**src/rtl/core/lad_pkg.sv**
```systemverilog
// shared types and constants for the linear array deque
package lad_pkg;

  localparam int DEPTH_DEFAULT = 8;
  localparam int DATA_W = 32;

  typedef enum logic [1:0] {
    MODE_INS_FRONT = 2'd0,
    MODE_INS_REAR  = 2'd1,
    MODE_DEL_FRONT = 2'd2,
    MODE_DEL_REAR  = 2'd3
  } mode_t;

  typedef enum logic [1:0] {
    ST_DONE      = 2'd0,
    ST_OVERFLOW  = 2'd1,
    ST_UNDERFLOW = 2'd2
  } status_t;

  typedef struct packed {
    mode_t                     mode;
    logic signed [DATA_W-1:0]  value;
  } req_t;

  typedef struct packed {
    status_t                   status;
    logic signed [DATA_W-1:0]  removed_value;
    logic                      is_empty;
    logic                      is_full;
  } rsp_t;

  // controller to datapath commands
  typedef struct packed {
    logic load;
    logic exec;
  } ctl_t;

endpackage

```
**src/rtl/core/linear_array_deque_top.sv**
```systemverilog
// an accepted transfer passes through the execute state and then the response state, where the result strobe is high
// one operation at a time: a new transfer is taken only in the idle state; busy covers execute and response cycles
// the execute cycle updates the indices, writes at most one entry and reads one entry
// reset is synchronous and active high: deque empty, both indices zero, busy and done low
// entry contents are not cleared by reset; an entry's value reaches the result only after being written
// the receiver cannot stall: each result is shown for exactly one cycle with done high
module linear_array_deque_top #(
  parameter int DEPTH = lad_pkg::DEPTH_DEFAULT
) (
  input  logic            clk,
  input  logic            rst,
  input  logic            start,
  output logic            busy,
  input  lad_pkg::req_t   req,
  output logic            done,
  output lad_pkg::rsp_t   rsp
);
  import lad_pkg::*;

  ctl_t ctl;

  lad_ctrl u_ctrl (
    .clk   (clk),
    .rst   (rst),
    .start (start),
    .busy  (busy),
    .done  (done),
    .ctl   (ctl)
  );

  lad_dpath #(
    .DEPTH (DEPTH)
  ) u_dpath (
    .clk (clk),
    .rst (rst),
    .ctl (ctl),
    .req (req),
    .rsp (rsp)
  );

endmodule

```
**src/rtl/core/lad_ctrl.sv**
```systemverilog
// controller state machine sequencing one deque operation at a time
module lad_ctrl (
  input  logic            clk,
  input  logic            rst,
  input  logic            start,
  output logic            busy,
  output logic            done,
  output lad_pkg::ctl_t   ctl
);
  import lad_pkg::*;

  typedef enum logic [1:0] {
    S_IDLE,
    S_EXEC,
    S_RESP
  } state_t;

  state_t state;

  always_ff @(posedge clk) begin
    if (rst) begin
      state <= S_IDLE;
      busy  <= 1'b0;
      done  <= 1'b0;
    end else begin
      unique case (state)
        S_IDLE: begin
          if (start) begin
            state <= S_EXEC;
            busy  <= 1'b1;
          end
        end
        S_EXEC: begin
          state <= S_RESP;
          done  <= 1'b1;
        end
        S_RESP: begin
          state <= S_IDLE;
          done  <= 1'b0;
          busy  <= 1'b0;
        end
        default: begin
          state <= S_IDLE;
          done  <= 1'b0;
          busy  <= 1'b0;
        end
      endcase
    end
  end

  assign ctl.load = (state == S_IDLE) && start;
  assign ctl.exec = (state == S_EXEC);

  // every accepted transfer raises the result strobe once the execute state has passed
  a_done_after_accept: assert property (@(posedge clk) disable iff (rst)
    start && !busy |=> ##1 done)
    else $error("result strobe missing after accepted transfer");

  a_done_single: assert property (@(posedge clk) disable iff (rst)
    done |=> !done)
    else $error("result strobe longer than one cycle");

  a_done_while_busy: assert property (@(posedge clk) disable iff (rst)
    done |-> busy && !ctl.load && !ctl.exec)
    else $error("result strobe outside a busy operation");

endmodule

```
**src/rtl/core/lad_dpath.sv**
```systemverilog
// deque datapath: front and rear indices, entry memory and result register
module lad_dpath #(
  parameter int DEPTH = lad_pkg::DEPTH_DEFAULT
) (
  input  logic            clk,
  input  logic            rst,
  input  lad_pkg::ctl_t   ctl,
  input  lad_pkg::req_t   req,
  output lad_pkg::rsp_t   rsp
);
  import lad_pkg::*;

  localparam int IW = $clog2(DEPTH);
  localparam logic [IW-1:0] LAST = IW'(DEPTH - 1);

  req_t                cmd;
  logic [IW-1:0]       front;
  logic [IW-1:0]       rear;
  logic                empty;
  logic [IW-1:0]       front_next;
  logic [IW-1:0]       rear_next;
  logic                empty_next;
  status_t             st;
  logic                wr_en;
  logic [IW-1:0]       wr_addr;
  logic [IW-1:0]       rd_addr;
  logic                rd_ok;

  logic [DATA_W-1:0]   mem [DEPTH];
  logic [DATA_W-1:0]   rdata;
  status_t             res_status;
  logic                res_ok;
  logic                res_empty;
  logic                res_full;

  always_ff @(posedge clk) begin
    if (ctl.load) begin
      cmd <= req;
    end
  end

  always_comb begin
    front_next = front;
    rear_next  = rear;
    empty_next = empty;
    st         = ST_DONE;
    wr_en      = 1'b0;
    wr_addr    = front;
    rd_addr    = (cmd.mode == MODE_DEL_FRONT) ? front : rear;
    rd_ok      = 1'b0;
    unique case (cmd.mode)
      MODE_INS_FRONT, MODE_INS_REAR: begin
        if (empty) begin
          // first element always lands in slot zero
          front_next = '0;
          rear_next  = '0;
          empty_next = 1'b0;
          wr_en      = 1'b1;
          wr_addr    = '0;
        end else if (cmd.mode == MODE_INS_FRONT) begin
          if (front == '0) begin
            st = ST_OVERFLOW;
          end else begin
            front_next = front - IW'(1);
            wr_en      = 1'b1;
            wr_addr    = front - IW'(1);
          end
        end else begin
          if (rear == LAST) begin
            st = ST_OVERFLOW;
          end else begin
            rear_next = rear + IW'(1);
            wr_en     = 1'b1;
            wr_addr   = rear + IW'(1);
          end
        end
      end
      MODE_DEL_FRONT, MODE_DEL_REAR: begin
        if (empty) begin
          st = ST_UNDERFLOW;
        end else begin
          rd_ok = 1'b1;
          if (front == rear) begin
            front_next = '0;
            rear_next  = '0;
            empty_next = 1'b1;
          end else if (cmd.mode == MODE_DEL_FRONT) begin
            front_next = front + IW'(1);
          end else begin
            rear_next = rear - IW'(1);
          end
        end
      end
      default: begin
        st = ST_DONE;
      end
    endcase
  end

  always_ff @(posedge clk) begin
    if (rst) begin
      front <= '0;
      rear  <= '0;
      empty <= 1'b1;
    end else if (ctl.exec) begin
      front <= front_next;
      rear  <= rear_next;
      empty <= empty_next;
    end
  end

  always_ff @(posedge clk) begin
    if (ctl.exec) begin
      res_status <= st;
      res_ok     <= rd_ok;
      res_empty  <= empty_next;
      res_full   <= !empty_next && (front_next == '0) && (rear_next == LAST);
    end
  end

  always_ff @(posedge clk) begin
    if (ctl.exec && wr_en) begin
      mem[wr_addr] <= cmd.value;
    end
    if (ctl.exec) begin
      rdata <= mem[rd_addr];
    end
  end

  assign rsp.status        = res_status;
  assign rsp.removed_value = res_ok ? rdata : '0;
  assign rsp.is_empty      = res_empty;
  assign rsp.is_full       = res_full;

  a_empty_indices: assert property (@(posedge clk) disable iff (rst)
    empty |-> (front == '0) && (rear == '0))
    else $error("indices not parked while deque empty");

  a_order: assert property (@(posedge clk) disable iff (rst)
    !empty |-> front <= rear)
    else $error("front index passed rear index");

endmodule

```
**config.mk**
```make
export PLATFORM = sky130hd
export DESIGN_NAME = linear_array_deque_top
export DESIGN_NICKNAME = d
export VERILOG_FILES = /design/src/rtl/core/lad_pkg.sv /design/src/rtl/core/linear_array_deque_top.sv /design/src/rtl/core/lad_ctrl.sv /design/src/rtl/core/lad_dpath.sv
export SDC_FILE = /design/constraint.sdc
export NUM_CORES = 1
export LEC_CHECK = 0
export ABC_AREA = 1
export BUFFER_PORTS_ARGS = -buffer_cell sky130_fd_sc_hd__buf_2
export CAP_MARGIN = 5
export CORE_MARGIN = 2
export CORE_UTILIZATION = 36
export DETAILED_ROUTE_END_ITERATION = 10
export SYNTH_ARGS = -nofsm -noshare
export SYNTH_HDL_FRONTEND = slang
export SYNTH_SLANG_ARGS = --single-unit
```
**constraint.sdc**
```tcl
create_clock -name clk -period 4.5 [get_ports clk]
set_input_delay 0.45 -clock clk [delete_from_list [all_inputs] [get_ports clk]]
set_output_delay 0.45 -clock clk [all_outputs]
set_load 0.01 [all_outputs]
```
After elaboration in Yosys (flattened, before gate mapping)
Memory sizes are Yosys's and may differ from the RTL's. A register that Yosys moved wholly into a read port is not among the register bits.
Index checks and enable logic that the tools add are counted.
{"block": "word_totals", "word_cells": 80, "memories": 1, "regBits": 50, "output_inout_bits": 38, "ramBits": 256}
{"block": "classes", "muxes": 42, "n_eq_ne": 8, "addsub": 4, "bitwise_logic": 1, "n_reduce_logical": 12}
{"name": "u_dpath.mem", "depth": 8, "word_bits": 32, "rd": 1, "rd_clocked_by_memory_dff": 1, "write_ports": 1, "line_no": "lad_dpath.sv:29", "rtl": "logic [DATA_W-1:0] mem [DEPTH];"}
{"op": "$mux 3", "count": 17}
{"op": "$mux 32", "count": 1}
{"op": "$mux 1", "count": 13}
{"op": "$pmux 3 s2", "count": 2}
{"op": "$mux 2", "count": 4}
{"op": "$pmux 2 s2", "count": 2}
{"op": "$add 3x1->3 const B", "count": 2}
{"op": "$eq 3x3->1 const B", "count": 2}
{"op": "$logic_not 3->1", "count": 2}
{"op": "$pmux 1 s2", "count": 3}
{"op": "$sub 3x1->3 const B", "count": 2}
{"op": "$eq 2x1->1 const B", "count": 2}
{"op": "$eq 2x2->1 const B", "count": 2}
{"op": "$logic_and 1x1->1", "count": 4}
{"op": "$logic_not 2->1", "count": 2}
{"op": "$reduce_or 2->1", "count": 2}
{"op": "$eq 3x3->1", "count": 1}
{"op": "$ne 2x2->1 const B", "count": 1}
{"op": "$reduce_and 2->1", "count": 1}
{"op": "$logic_not 1->1", "count": 1}
{"op": "$not 1->1", "count": 1}

Depth between registers and ports, before layout
Gate-level depths: netlist (run 1).
{"block": "logic_depth", "ltp_word": 8, "depth_mapped": 13}

Cells and area by module
Synthesis (run 1) repeated with hierarchy kept, for this count alone.
{"block": "unflattened", "hier_cells": 1216, "area_unflattened_um2": 14048.5}
{"module": "lad_dpath", "cells_each": 1198, "seq_area_each_um2": 9959.6, "area_each_um2": 13907.1, "n_inst": 1}
{"module": "lad_ctrl", "cells_each": 18, "seq_area_each_um2": 80.1, "area_each_um2": 141.4, "n_inst": 1}

Least setup slack after synthesis (run 1)
No wires, ideal clock.
{"block": "synth_timing", "kind": "register -> register", "from": "register u_ctrl.state[0]", "to": "memory u_dpath.mem[4][0], enable pin", "arrival_time_ns": 3.862, "path_stages_with_launch": 7, "path_buffers": 0, "path_slack_ns": 0.217, "required_time_ns": 4.079, "period_less_slack_ns": 4.283, "path_cell_list": "dfxtp_1 -> inv_1 -> nor2_1 -> nand3_1 -> inv_1 -> o21ai_0 -> nor2_1"}
{"element": "start: declaration", "line_no": "lad_ctrl.sv:18", "rtl": "state_t state;"}
{"element": "start signal: assignment", "line_no": "lad_ctrl.sv:22", "rtl": "state <= S_IDLE;"}
{"element": "start signal: assignment", "line_no": "lad_ctrl.sv:29", "rtl": "state <= S_EXEC;"}
{"element": "start signal: assignment", "line_no": "lad_ctrl.sv:34", "rtl": "state <= S_RESP;"}
{"element": "end: declaration", "line_no": "lad_dpath.sv:29"}

Final worst setup path (run 1)
{"block": "layout_timing", "from": "register u_dpath.cmd[33] (netlist bit)", "to": "memory u_dpath.mem[2][8], enable pin"}
{"block": "layout_between", "elab_chain_cells": 7}
{"element": "start: declaration", "line_no": "lad_dpath.sv:16", "rtl": "req_t cmd;"}
{"element": "start signal: assignment", "line_no": "lad_dpath.sv:38", "rtl": "cmd <= req;"}
{"element": "$logic_not 2->1", "line_no": "lad_dpath.sv:51, lad_dpath.sv:60"}
{"element": "$mux 1", "line_no": "lad_dpath.sv:60", "rtl": "end else if (cmd.mode == MODE_INS_FRONT) begin"}
{"element": "$mux 1", "line_no": "lad_dpath.sv:53", "rtl": "if (empty) begin"}
{"element": "$mux 1", "line_no": "lad_dpath.sv:51", "rtl": "unique case (cmd.mode)"}
{"element": "$logic_and 1x1->1", "line_no": "lad_dpath.sv:122", "rtl": "if (ctl.exec && wr_en) begin"}
{"element": "$mux 1", "line_no": "lad_dpath.sv:122"}
{"element": "$mux 1 (implied by the code)", "line_no": "lad_dpath.sv:123", "rtl": "mem[wr_addr] <= cmd.value;"}
Parallel ways exist; a longest one is shown, timed or not.

==> results.json, run 1 <==
{
  "core_area_mm2": 0.0386,
  "drive_above_1_share_pct": 13.8,
  "power.density_mw_per_mm2": 431,
  "vias_per_cell": 4.60,
  "finalClockSkew_ns": 0.0122,
  "slowest_delay_ns": 1.09,
  "fin_nets": 1321,
  "timing.fmax_mhz": 297,
  "arrival_ns": 3.49,
  "htreeDepth": 2,
  "crit_type": "register to register",
  "path_clk_slew_ns": 0.06,
  "ys_ff_latch": 338,
  "row_count": 72,
  "syn-num-nets": 1256,
  "leakagePower_nw": 6.44,
  "drc": 0,
  "areaGrowthSynthToFinish_pct": 14.0,
  "synth_top_cells_by_area": "edfxtp_1 70%, nand2_1 6.6%, inv_1 5.8%, a21oi_1 3.7%, o21ai_1 2.4%",
  "final_max_slew_viol_count": 0,
  "slew_headroom_pct": 18.3,
  "r2r_cells": 8,
  "cts_made_buffers": 37,
  "synth_top_area_share_pct": 69.8,
  "cts_tree": "built",
  "ctsHoldBuffers": 0,
  "grt_pass1_wl_mm": 45.2,
  "clock_tree.root_cell": "clkbuf_16",
  "die_x_um": 202,
  "power_w": 0.00691,
  "routedWlPerCell_um": 15.6,
  "yosysSeqAreaShare_pct": 71.4,
  "ant_nets": 0,
  "start_util_pct": 36.5,
  "first_global_vias": 8212,
  "post_cts_buffers": 0,
  "cts_resized": 0,
  "startpoint": "u_dpath.cmd[33]",
  "start_kind": "register",
  "peakVddDrop_uv": 209,
  "crit_path_end": "u_dpath.mem[2][8]",
  "finalCritPeriodShare_pct": 74.8,
  "finalCriticalPeriod_ns": 3.37,
  "num-fill-cells": 3707,
  "hp-class": "primary input to register",
  "regToRegSetupSlack_ns": 1.13,
  "critPathMaxFanout": 32,
  "setup_tns_ns": 0,
  "yosysUniqueCellTypes": 29,
  "cp.required_ns": 4.63,
  "syn_inst": 1212,
  "routabilityCongestion": 0.943,
  "num_vias": 8371,
  "cp_slowest_cell": "nor2_4",
  "rr_endpoint": "u_dpath.mem[2][8]",
  "yosysTopAreaCell": "edfxtp_1",
  "grt_start_max_net_pins": 101,
  "dr.first_iter.drc_count": 656,
  "dp_worst_setup_slack_ns": 1.14,
  "final_hold_viol_count": 0,
  "cts_max_path_buffers": 3,
  "ys_warn_count": 0,
  "cts.sink_count": 338,
  "critical_path.cell_chain": "inv_2 -> nand2_1 -> nand2_1 -> o211ai_1 -> nand3_1 -> inv_1 -> o21ai_0 -> nor2_4",
  "crit_path_end_kind": "register",
  "grtUsageTotal_pct": 14.0,
  "die_h_um": 202,
  "antenna_cells": 0,
  "antenna_found_initial": 0,
  "finalWorstSetupSlack_ns": 1.13,
  "r2r_start": "u_dpath.cmd[33]",
  "max_cap_violations": 0,
  "tightestPinTransition_ns": 1.22,
  "drt-total-wl_mm": 28.4,
  "die-area_mm2": 0.0406,
  "rsz0062_at_grt": "false",
  "path_common_cell": "nand2_1",
  "overflow": 0,
  "hpwl_mm": 16.0,
  "first_pass_iters": 5,
  "syn_area_per_cell_um2": 11.6,
  "numPortBuffers": 74,
  "syn_area_mm2": 0.0141,
  "status": "finished clean",
  "insertion_delay_ns": 0.52,
  "ios": 75,
  "finalSetupViolations": 0
}
==> Yosys cell counts <==
library cell  instances
a22oi_1               1
buf_2                17
clkbuf_2              1
nor2_1               23
o21ai_4               1
nand4_1               3
a21oi_1             105
nand2_1             248
o22ai_1               1
dfxtp_1              11
ha_1                  7
buf_4                14
xnor2_1               1
inv_2                 5
o21ai_1              68
clkbuf_1             19
nand3b_1              1
clkinv_1              1
buf_6                 4
inv_1               218
nor2_4                1
buf_1                 1
o211ai_1             36
edfxtp_1            327
nand2_4               1
nand3_1              20
or2_2                33
o21ai_2               2
o21ai_0              42
==> cells in the final DEF (no fill, tap or decap), drive strengths merged, types with 3 or more instances in the layout <==
cell,synthesis,final
a21oi,105,105
buf,36,82
clkbuf,20,49
clkinv,1,13
dfxtp,11,11
edfxtp,327,327
ha,7,7
inv,223,224
nand2,249,249
nand3,20,20
nand4,3,3
nor2,24,24
o211ai,36,36
o21ai,113,113
or2,33,33
==> flip-flops by register name, indices dropped and copies added, names as in the netlist <==
name	cells
u_dpath.mem	256
u_dpath.cmd	34
u_dpath.rdata	32
u_dpath.front	3
u_dpath.rear	3
u_ctrl.state	2
u_dpath.res_status	2
u_ctrl.busy	1
u_ctrl.done	1
u_dpath.empty	1
u_dpath.res_empty	1
u_dpath.res_full	1
u_dpath.res_ok	1
==> critical path, delay by kind of cell, from the launching register on <==
| kind | cells | cell delay, ns |
|---|---|---|
| AOI/OAI and AO/OA | 2 | 0.55 |
| buffers and inverters | 2 | 0.23 |
| and+or+nand+nor | 4 | 1.56 |
| DFF | 1 | 0.62 |
==> kinds of logic after synthesis <==
group	share of synthesized area [%]
AOI/OAI and AO/OA	9.91
DFF	71.4
and+or+nand+nor	9.76
adders and majority gates	0.623
xor gates and xnor gates	0.0623
buffers and inverters	8.22
==> routing by layer <==
metal  part of all wire [%]  GRT usage [%]  wire [um]  up-vias
met5                      0              0          0        -
met4                    2.2           4.57        616        0
met3                    4.3           2.36       1230       45
met2                     48           22.9      13500      178
met1                     46           19.0      13000     3943
li1                       -              -          -     4205
==> final cells by class <==
cell class | instances | area, um^2 | area share (%)
multi-input combinational | 594 | 2950 | 18.4
timing repair buffer | 82 | 430 | 2.69
clock buffer | 49 | 1010 | 6.33
clock inverter | 15 | 95.1 | 0.594
inverter | 224 | 841 | 5.25
sequential | 338 | 10000 | 62.7
tap | 518 | 648 | 4.05
==> worst min path at each step <==
stage,depth (start not counted),to,from,slack (ns)
finish,1,u_dpath.cmd[23],req[23],0.10
global route,1,u_dpath.cmd[27],req[27],0.08
CTS,1,u_dpath.cmd[15],req[15],0.09
detailed placement,2,u_ctrl.done,u_ctrl.done,0.46
global placement,2,u_ctrl.done,u_ctrl.done,0.43
floorplan,2,u_ctrl.done,u_ctrl.done,0.47
==> where the power goes <==
group          switching [W]  internal [W]
Clock                0.00117       0.00163
Sequential         0.0000646       0.00354
Combinational       0.000335      0.000161
==> stage by stage <==
stage                     util [%]  std cells  hold slack, ns  cell area, um^2
after floorplan                  -       1212           0.467            14100
after detailed placement      38.7       1756           0.461            14900
final                         41.5       1820           0.103            16000
after global placement        38.7       1756           0.431            14900
after global routing          41.5       1820          0.0826            16000
after CTS                     41.5       1820          0.0857            16000
No activity file was read; power rests on OpenSTA's default activity.
==> inputs of run 2 (changes only) <==
clock period = 3.4 ns   (was 4.5 ns; I/O delays follow)
==> run 2 against run 1 <==
  * Setup slack got worse by 0.41 ns
  * Flip-flop and latch count is the same
  * Critical endpoint is now u_dpath.mem[0][16]
  * Fmax increased by 26%
  * Clock power rose by 34%
  * Largest power group unchanged
==> results.json, run 2 (synthesis results as in run 1) <==
{
  "drive_above_1_share_pct": 15.3,
  "drc": 0,
  "fin_cells": 1863,
  "routabilityCongestion": 0.834,
  "overflow": 0,
  "path_common_cell": "inv_1",
  "critPathMaxFanout": 32,
  "ant_nets": 0,
  "cp_slowest_cell": "dfxtp_1",
  "core_area_mm2": 0.0386,
  "areaGrowthSynthToFinish_pct": 17.6,
  "dr.first_iter.drc_count": 646,
  "cts.sink_count": 338,
  "final_util_pct": 42.9,
  "grtUsageTotal_pct": 14.2,
  "rsz0062_at_grt": "false",
  "start_kind": "register",
  "seq_area_mm2": 0.0100,
  "routedWlPerCell_um": 15.3,
  "die_x_um": 202,
  "crit_path_end_kind": "register",
  "finalClockSkew_ns": 0.0160,
  "final_common_cell": "edfxtp_1",
  "cts_max_path_buffers": 3,
  "power.density_mw_per_mm2": 557,
  "fin_nets": 1366,
  "ios": 75,
  "antenna_found_initial": 0,
  "grt_pass1_wl_mm": 44.8,
  "placed_cells": 1774,
  "cts_made_buffers": 35,
  "whs_ns": 0.0190,
  "die-area_mm2": 0.0406,
  "finalCritPeriodShare_pct": 78.7,
  "clock_tree.root_cell": "clkbuf_16",
  "power_w": 0.00920,
  "finalCriticalPeriod_ns": 2.68,
  "path_buf_inv": 5,
  "timing.fmax_mhz": 374,
  "first_global_vias": 8180,
  "crit_family": "buffers and inverters",
  "largest-register": "u_dpath.mem",
  "cp.required_ns": 3.56,
  "grt_start_max_net_pins": 97,
  "cts_resized": 0,
  "die_h_um": 202,
  "num-fill-cells": 3621,
  "max_cap_violations": 0,
  "cts_tree": "built",
  "status": "finished clean",
  "hp-class": "primary input to register",
  "insertion_delay_ns": 0.53,
  "hpwl_mm": 16.7,
  "critical_path.cell_chain": "inv_1 -> ha_1 -> inv_1 -> nor2_1 -> o211ai_1 -> nand3_1 -> inv_1 -> o21ai_0 -> buf_4 -> nor2_4 -> buf_4",
  "numPortBuffers": 74,
  "top_regs": "u_dpath.mem (256), u_dpath.cmd (34), u_dpath.rdata (32)",
  "vias_per_cell": 4.57,
  "layout_common_cells": "327 x edfxtp_1, 248 x nand2_1, 218 x inv_1, 105 x a21oi_1, 74 x buf_2",
  "largest_reg_flops": 256,
  "final_hold_viol_count": 0,
  "peakVddDrop_uv": 281,
  "first_pass_iters": 5,
  "num_vias": 8521,
  "antenna_cells": 0,
  "tightestPinTransition_ns": 1.17,
  "start_util_pct": 36.5,
  "htreeDepth": 2,
  "crit_type": "register to register",
  "leakagePower_nw": 6.68,
  "finalSetupViolations": 0,
  "drt-total-wl_mm": 28.6,
  "slew_headroom_pct": 21.7,
  "final_max_slew_viol_count": 0,
  "row_count": 72,
  "slowest_delay_ns": 0.52,
  "arrival_ns": 2.83,
  "multi_input_area_mm2": 0.00295,
  "path_clk_slew_ns": 0.06
}
[run 2: worst paths after layout]
path / from / to / slack, ns / cells after the start
worst max register to register: u_dpath.front[1] / u_dpath.mem[0][16] / 0.72 / 11
worst max-delay path: u_dpath.front[1] / u_dpath.mem[0][16] / 0.72 / 11
worst min register to register: u_ctrl.done / u_ctrl.done / 0.45 / 2
worst min-delay path: req[30] / u_dpath.cmd[30] / 0.02 / 1
[run 2: layout make-up]
type | instances | share of cell area, %
Clock buffer | 39 | 5.52
Clock inverter | 21 | 1.21
Multi-Input combinational cell | 594 | 17.9
Sequential cell | 338 | 60.7
Inverter | 224 | 5.08
Tap cell | 518 | 3.92
Timing Repair Buffer | 129 | 5.70
[run 2: metal layers]
metal  share of wire [%]  global-route usage (%)  vias up
met2                  49                    24.8      152
met4                 2.3                    4.60        0
met1                  45                    17.7     4025
met3                 3.6                    2.51       50
met5                   0                       0        -
li1                    -                       -     4294
[run 2: repair_timing]
item,4_1_cts,5_1_grt
buffers inserted,0,0
endpoints found under the hold margin,29,0
hold buffers,29,0
[run 2: power by group]
group	leakage [nW]	switching (W)	internal (W)	total [W]
clock	0.539	0.00157	0.00217	0.00374
sequential	3.07	0.0000797	0.00469	0.00477
combinational	3.08	0.000445	0.000252	0.000697
[run 2: metrics by stage]
step | setup TNS [ns] | instance area (um^2) | setup slack (ns)
floorplan | -28.47 | 14100 | -0.222
global placement | 0 | 15100 | 0.803
detailed placement | 0 | 15100 | 0.748
CTS | 0 | 16500 | 0.723
global route | 0 | 16500 | 0.544
finish | 0 | 16500 | 0.725
==> inputs of run 3 (changes only) <==
clock period = 2.2 ns   (was 3.4 ns; I/O delays follow)
==> run 3 against run 2 <==
  * Setup slack got worse by 0.64 ns
  * Sequential share of layout area fell by 3.7 points
  * Critical path depth did not move
  * Fmax rose by 27%
  * Routed wire length rose by 8.8%
  * Clock power rose by 52%
  * Die area did not move
  * Clock skew rose by 0.0015 ns
  * Critical path type unchanged
  * Largest cell class unchanged
  * Highest routed layer unchanged
==> results.json, run 3 (synthesis results as in run 1) <==
{
  "status": "finished clean",
  "grtUsageTotal_pct": 14.5,
  "num-fill-cells": 3573,
  "drt-total-wl_mm": 31.1,
  "finalWorstSetupSlack_ns": 0.0869,
  "finalSetupViolations": 0,
  "multi_input_area_mm2": 0.00311,
  "cts_max_path_buffers": 3,
  "antenna_cells": 0,
  "grt_pass1_wl_mm": 46.0,
  "overflow": 0,
  "fin_nets": 1429,
  "hp-class": "primary input to register",
  "max_cap_violations": 0,
  "vias_per_cell": 4.56,
  "num_vias": 8785,
  "die_x_um": 202,
  "numPortBuffers": 74,
  "cp_slowest_cell": "dfxtp_1",
  "slew_headroom_pct": 75.1,
  "start_kind": "register",
  "finalClockSkew_ns": 0.0175,
  "ant_nets": 0,
  "final_hold_viol_count": 0,
  "fin_cells": 1928,
  "rr_endpoint": "u_dpath.mem[7][15]",
  "drive_above_1_share_pct": 20.6,
  "placed_cells": 1799,
  "tightestPinTransition_ns": 0.374,
  "worstHoldEndpoint": "u_dpath.empty",
  "min_path_cells": 3,
  "final_util_pct": 45.7,
  "largest-register": "u_dpath.mem",
  "layout_common_cells": "327 x edfxtp_1, 234 x nand2_1, 210 x inv_1, 105 x a21oi_1, 74 x buf_2",
  "leakagePower_nw": 7.16,
  "hpwl_mm": 18.1,
  "r2r_start": "u_dpath.front[0]",
  "first_global_vias": 8333,
  "htreeDepth": 2,
  "clock_tree.root_cell": "clkbuf_16",
  "power.density_mw_per_mm2": 817,
  "cp.required_ns": 2.44,
  "crit_type": "register to register",
  "antenna_found_initial": 0,
  "regToRegSetupSlack_ns": 0.09,
  "slowest_delay_ns": 0.38,
  "grt_start_max_net_pins": 78,
  "core_area_mm2": 0.0386,
  "areaGrowthSynthToFinish_pct": 25.4,
  "routabilityCongestion": 0.811,
  "cts.sink_count": 338,
  "timing.fmax_mhz": 473,
  "dp_worst_setup_slack_ns": -0.0259,
  "crit_path_end_kind": "register",
  "finalCriticalPeriod_ns": 2.11,
  "arrival_ns": 2.35,
  "critical_path.cell_chain": "inv_4 -> ha_4 -> inv_1 -> nor2_2 -> o211ai_1 -> nand3_2 -> inv_2 -> nand2_4 -> nor2_4 -> buf_12 -> clkbuf_16",
  "dr.first_iter.drc_count": 584,
  "path_clk_slew_ns": 0.06,
  "cts_tree": "built",
  "final_common_cell": "edfxtp_1",
  "largest_reg_flops": 256,
  "ios": 75,
  "critPathMaxFanout": 9,
  "first_pass_iters": 5,
  "r2r_cells": 11,
  "top_regs": "u_dpath.mem (256), u_dpath.cmd (34), u_dpath.rdata (32)",
  "final_max_slew_viol_count": 0,
  "die_h_um": 202,
  "insertion_delay_ns": 0.53,
  "start_util_pct": 36.5,
  "seq_area_mm2": 0.0100,
  "drc": 0,
  "row_count": 72,
  "routedWlPerCell_um": 16.1,
  "peakVddDrop_uv": 475,
  "hold_path.startpoint": "rst",
  "finalCritPeriodShare_pct": 96.0,
  "die-area_mm2": 0.0406,
  "cts_made_buffers": 37
}
run 3: cell count changes in the layout (fill, tap and decap cells not counted), moves of 5 or more:
cell / change
inv_2: +5
inv_1: -8
nand2_2: +7
buf_6: +5
nand2_1: -14
clkbuf_1: +6
clkbuf_16: +11
buf_4: +20
buf_12: +16
dlygate4sd3_1: +6
nand2_4: +6
run 3: routing by layer:
layer	routed length [um]	track usage (%)	vias to the layer above
met5	0	0	-
met4	694	4.02	0
met3	1230	2.40	45
met2	15200	25.1	149
li1	-	-	4414
met1	14000	18.7	4177
run 3: where the power goes:
part / switching, W / internal, W / total [W] / leakage, nW
sequential: 0.000121 / 0.00725 / 0.00737 / 3.07
combinational: 0.000801 / 0.000546 / 0.00135 / 3.56
clock: 0.00245 / 0.00323 / 0.00568 / 0.535
total: 0.00337 / 0.0110 / 0.0144 / 7.16
run 3: cell type report:
class / count / share of cell area, %
clock inverters: 18 / 0.788
multi-input cells: 594 / 17.6
flip-flops and latches: 338 / 57.0
well taps: 518 / 3.68
inverters: 224 / 4.81
repair buffers: 190 / 10.7
clock buffers: 46 / 5.45
run 3: what timing repair did:
item                                    4_1_cts  5_1_grt
cloned                                        0       12
pin swaps                                     0       12
endpoints found under the setup margin      196      280
endpoints found under the hold margin        36        0
gates resized for setup                       1       38
hold buffers                                 35        0
setup buffers                                 0       18
run 3: critical path: cells and delay by family (launching register included):
kind / cells / cell delay (ns)
compound gates: 1 / 0.28
simple gates: 4 / 0.45
fa+ha+maj: 1 / 0.16
buf+inv: 5 / 0.55
flops: 1 / 0.38
run 3: per-stage QoR:
stage               power [W]  cell area (um^2)  hold slack (ns)  setup TNS [ns]
CTS                    0.0144             17000          0.00896               0
detailed placement    0.00868             15600            0.398           -1.44
global route           0.0149             17600           0.0378          -0.819
finish                 0.0144             17600           0.0326               0
global placement      0.00866             15600            0.397          -0.106
floorplan             0.00824             14200            0.319          -13.90
run 3: how the worst max path moves through the flow:
stage | start | to | slack (ns)
5_1_grt | u_dpath.front[1] | u_dpath.mem[6][6] | -0.04
4_1_cts | u_dpath.cmd[32] | u_dpath.mem[1][1] | 0.006
3_3_place_gp | u_dpath.cmd[32] | u_dpath.mem[0][9] | -0.007
2_1_floorplan | u_ctrl.state[0] | u_dpath.mem[4][0] | -0.06
3_5_place_dp | u_dpath.cmd[32] | u_dpath.mem[1][9] | -0.03
6_report | u_dpath.front[0] | u_dpath.mem[7][15] | 0.09
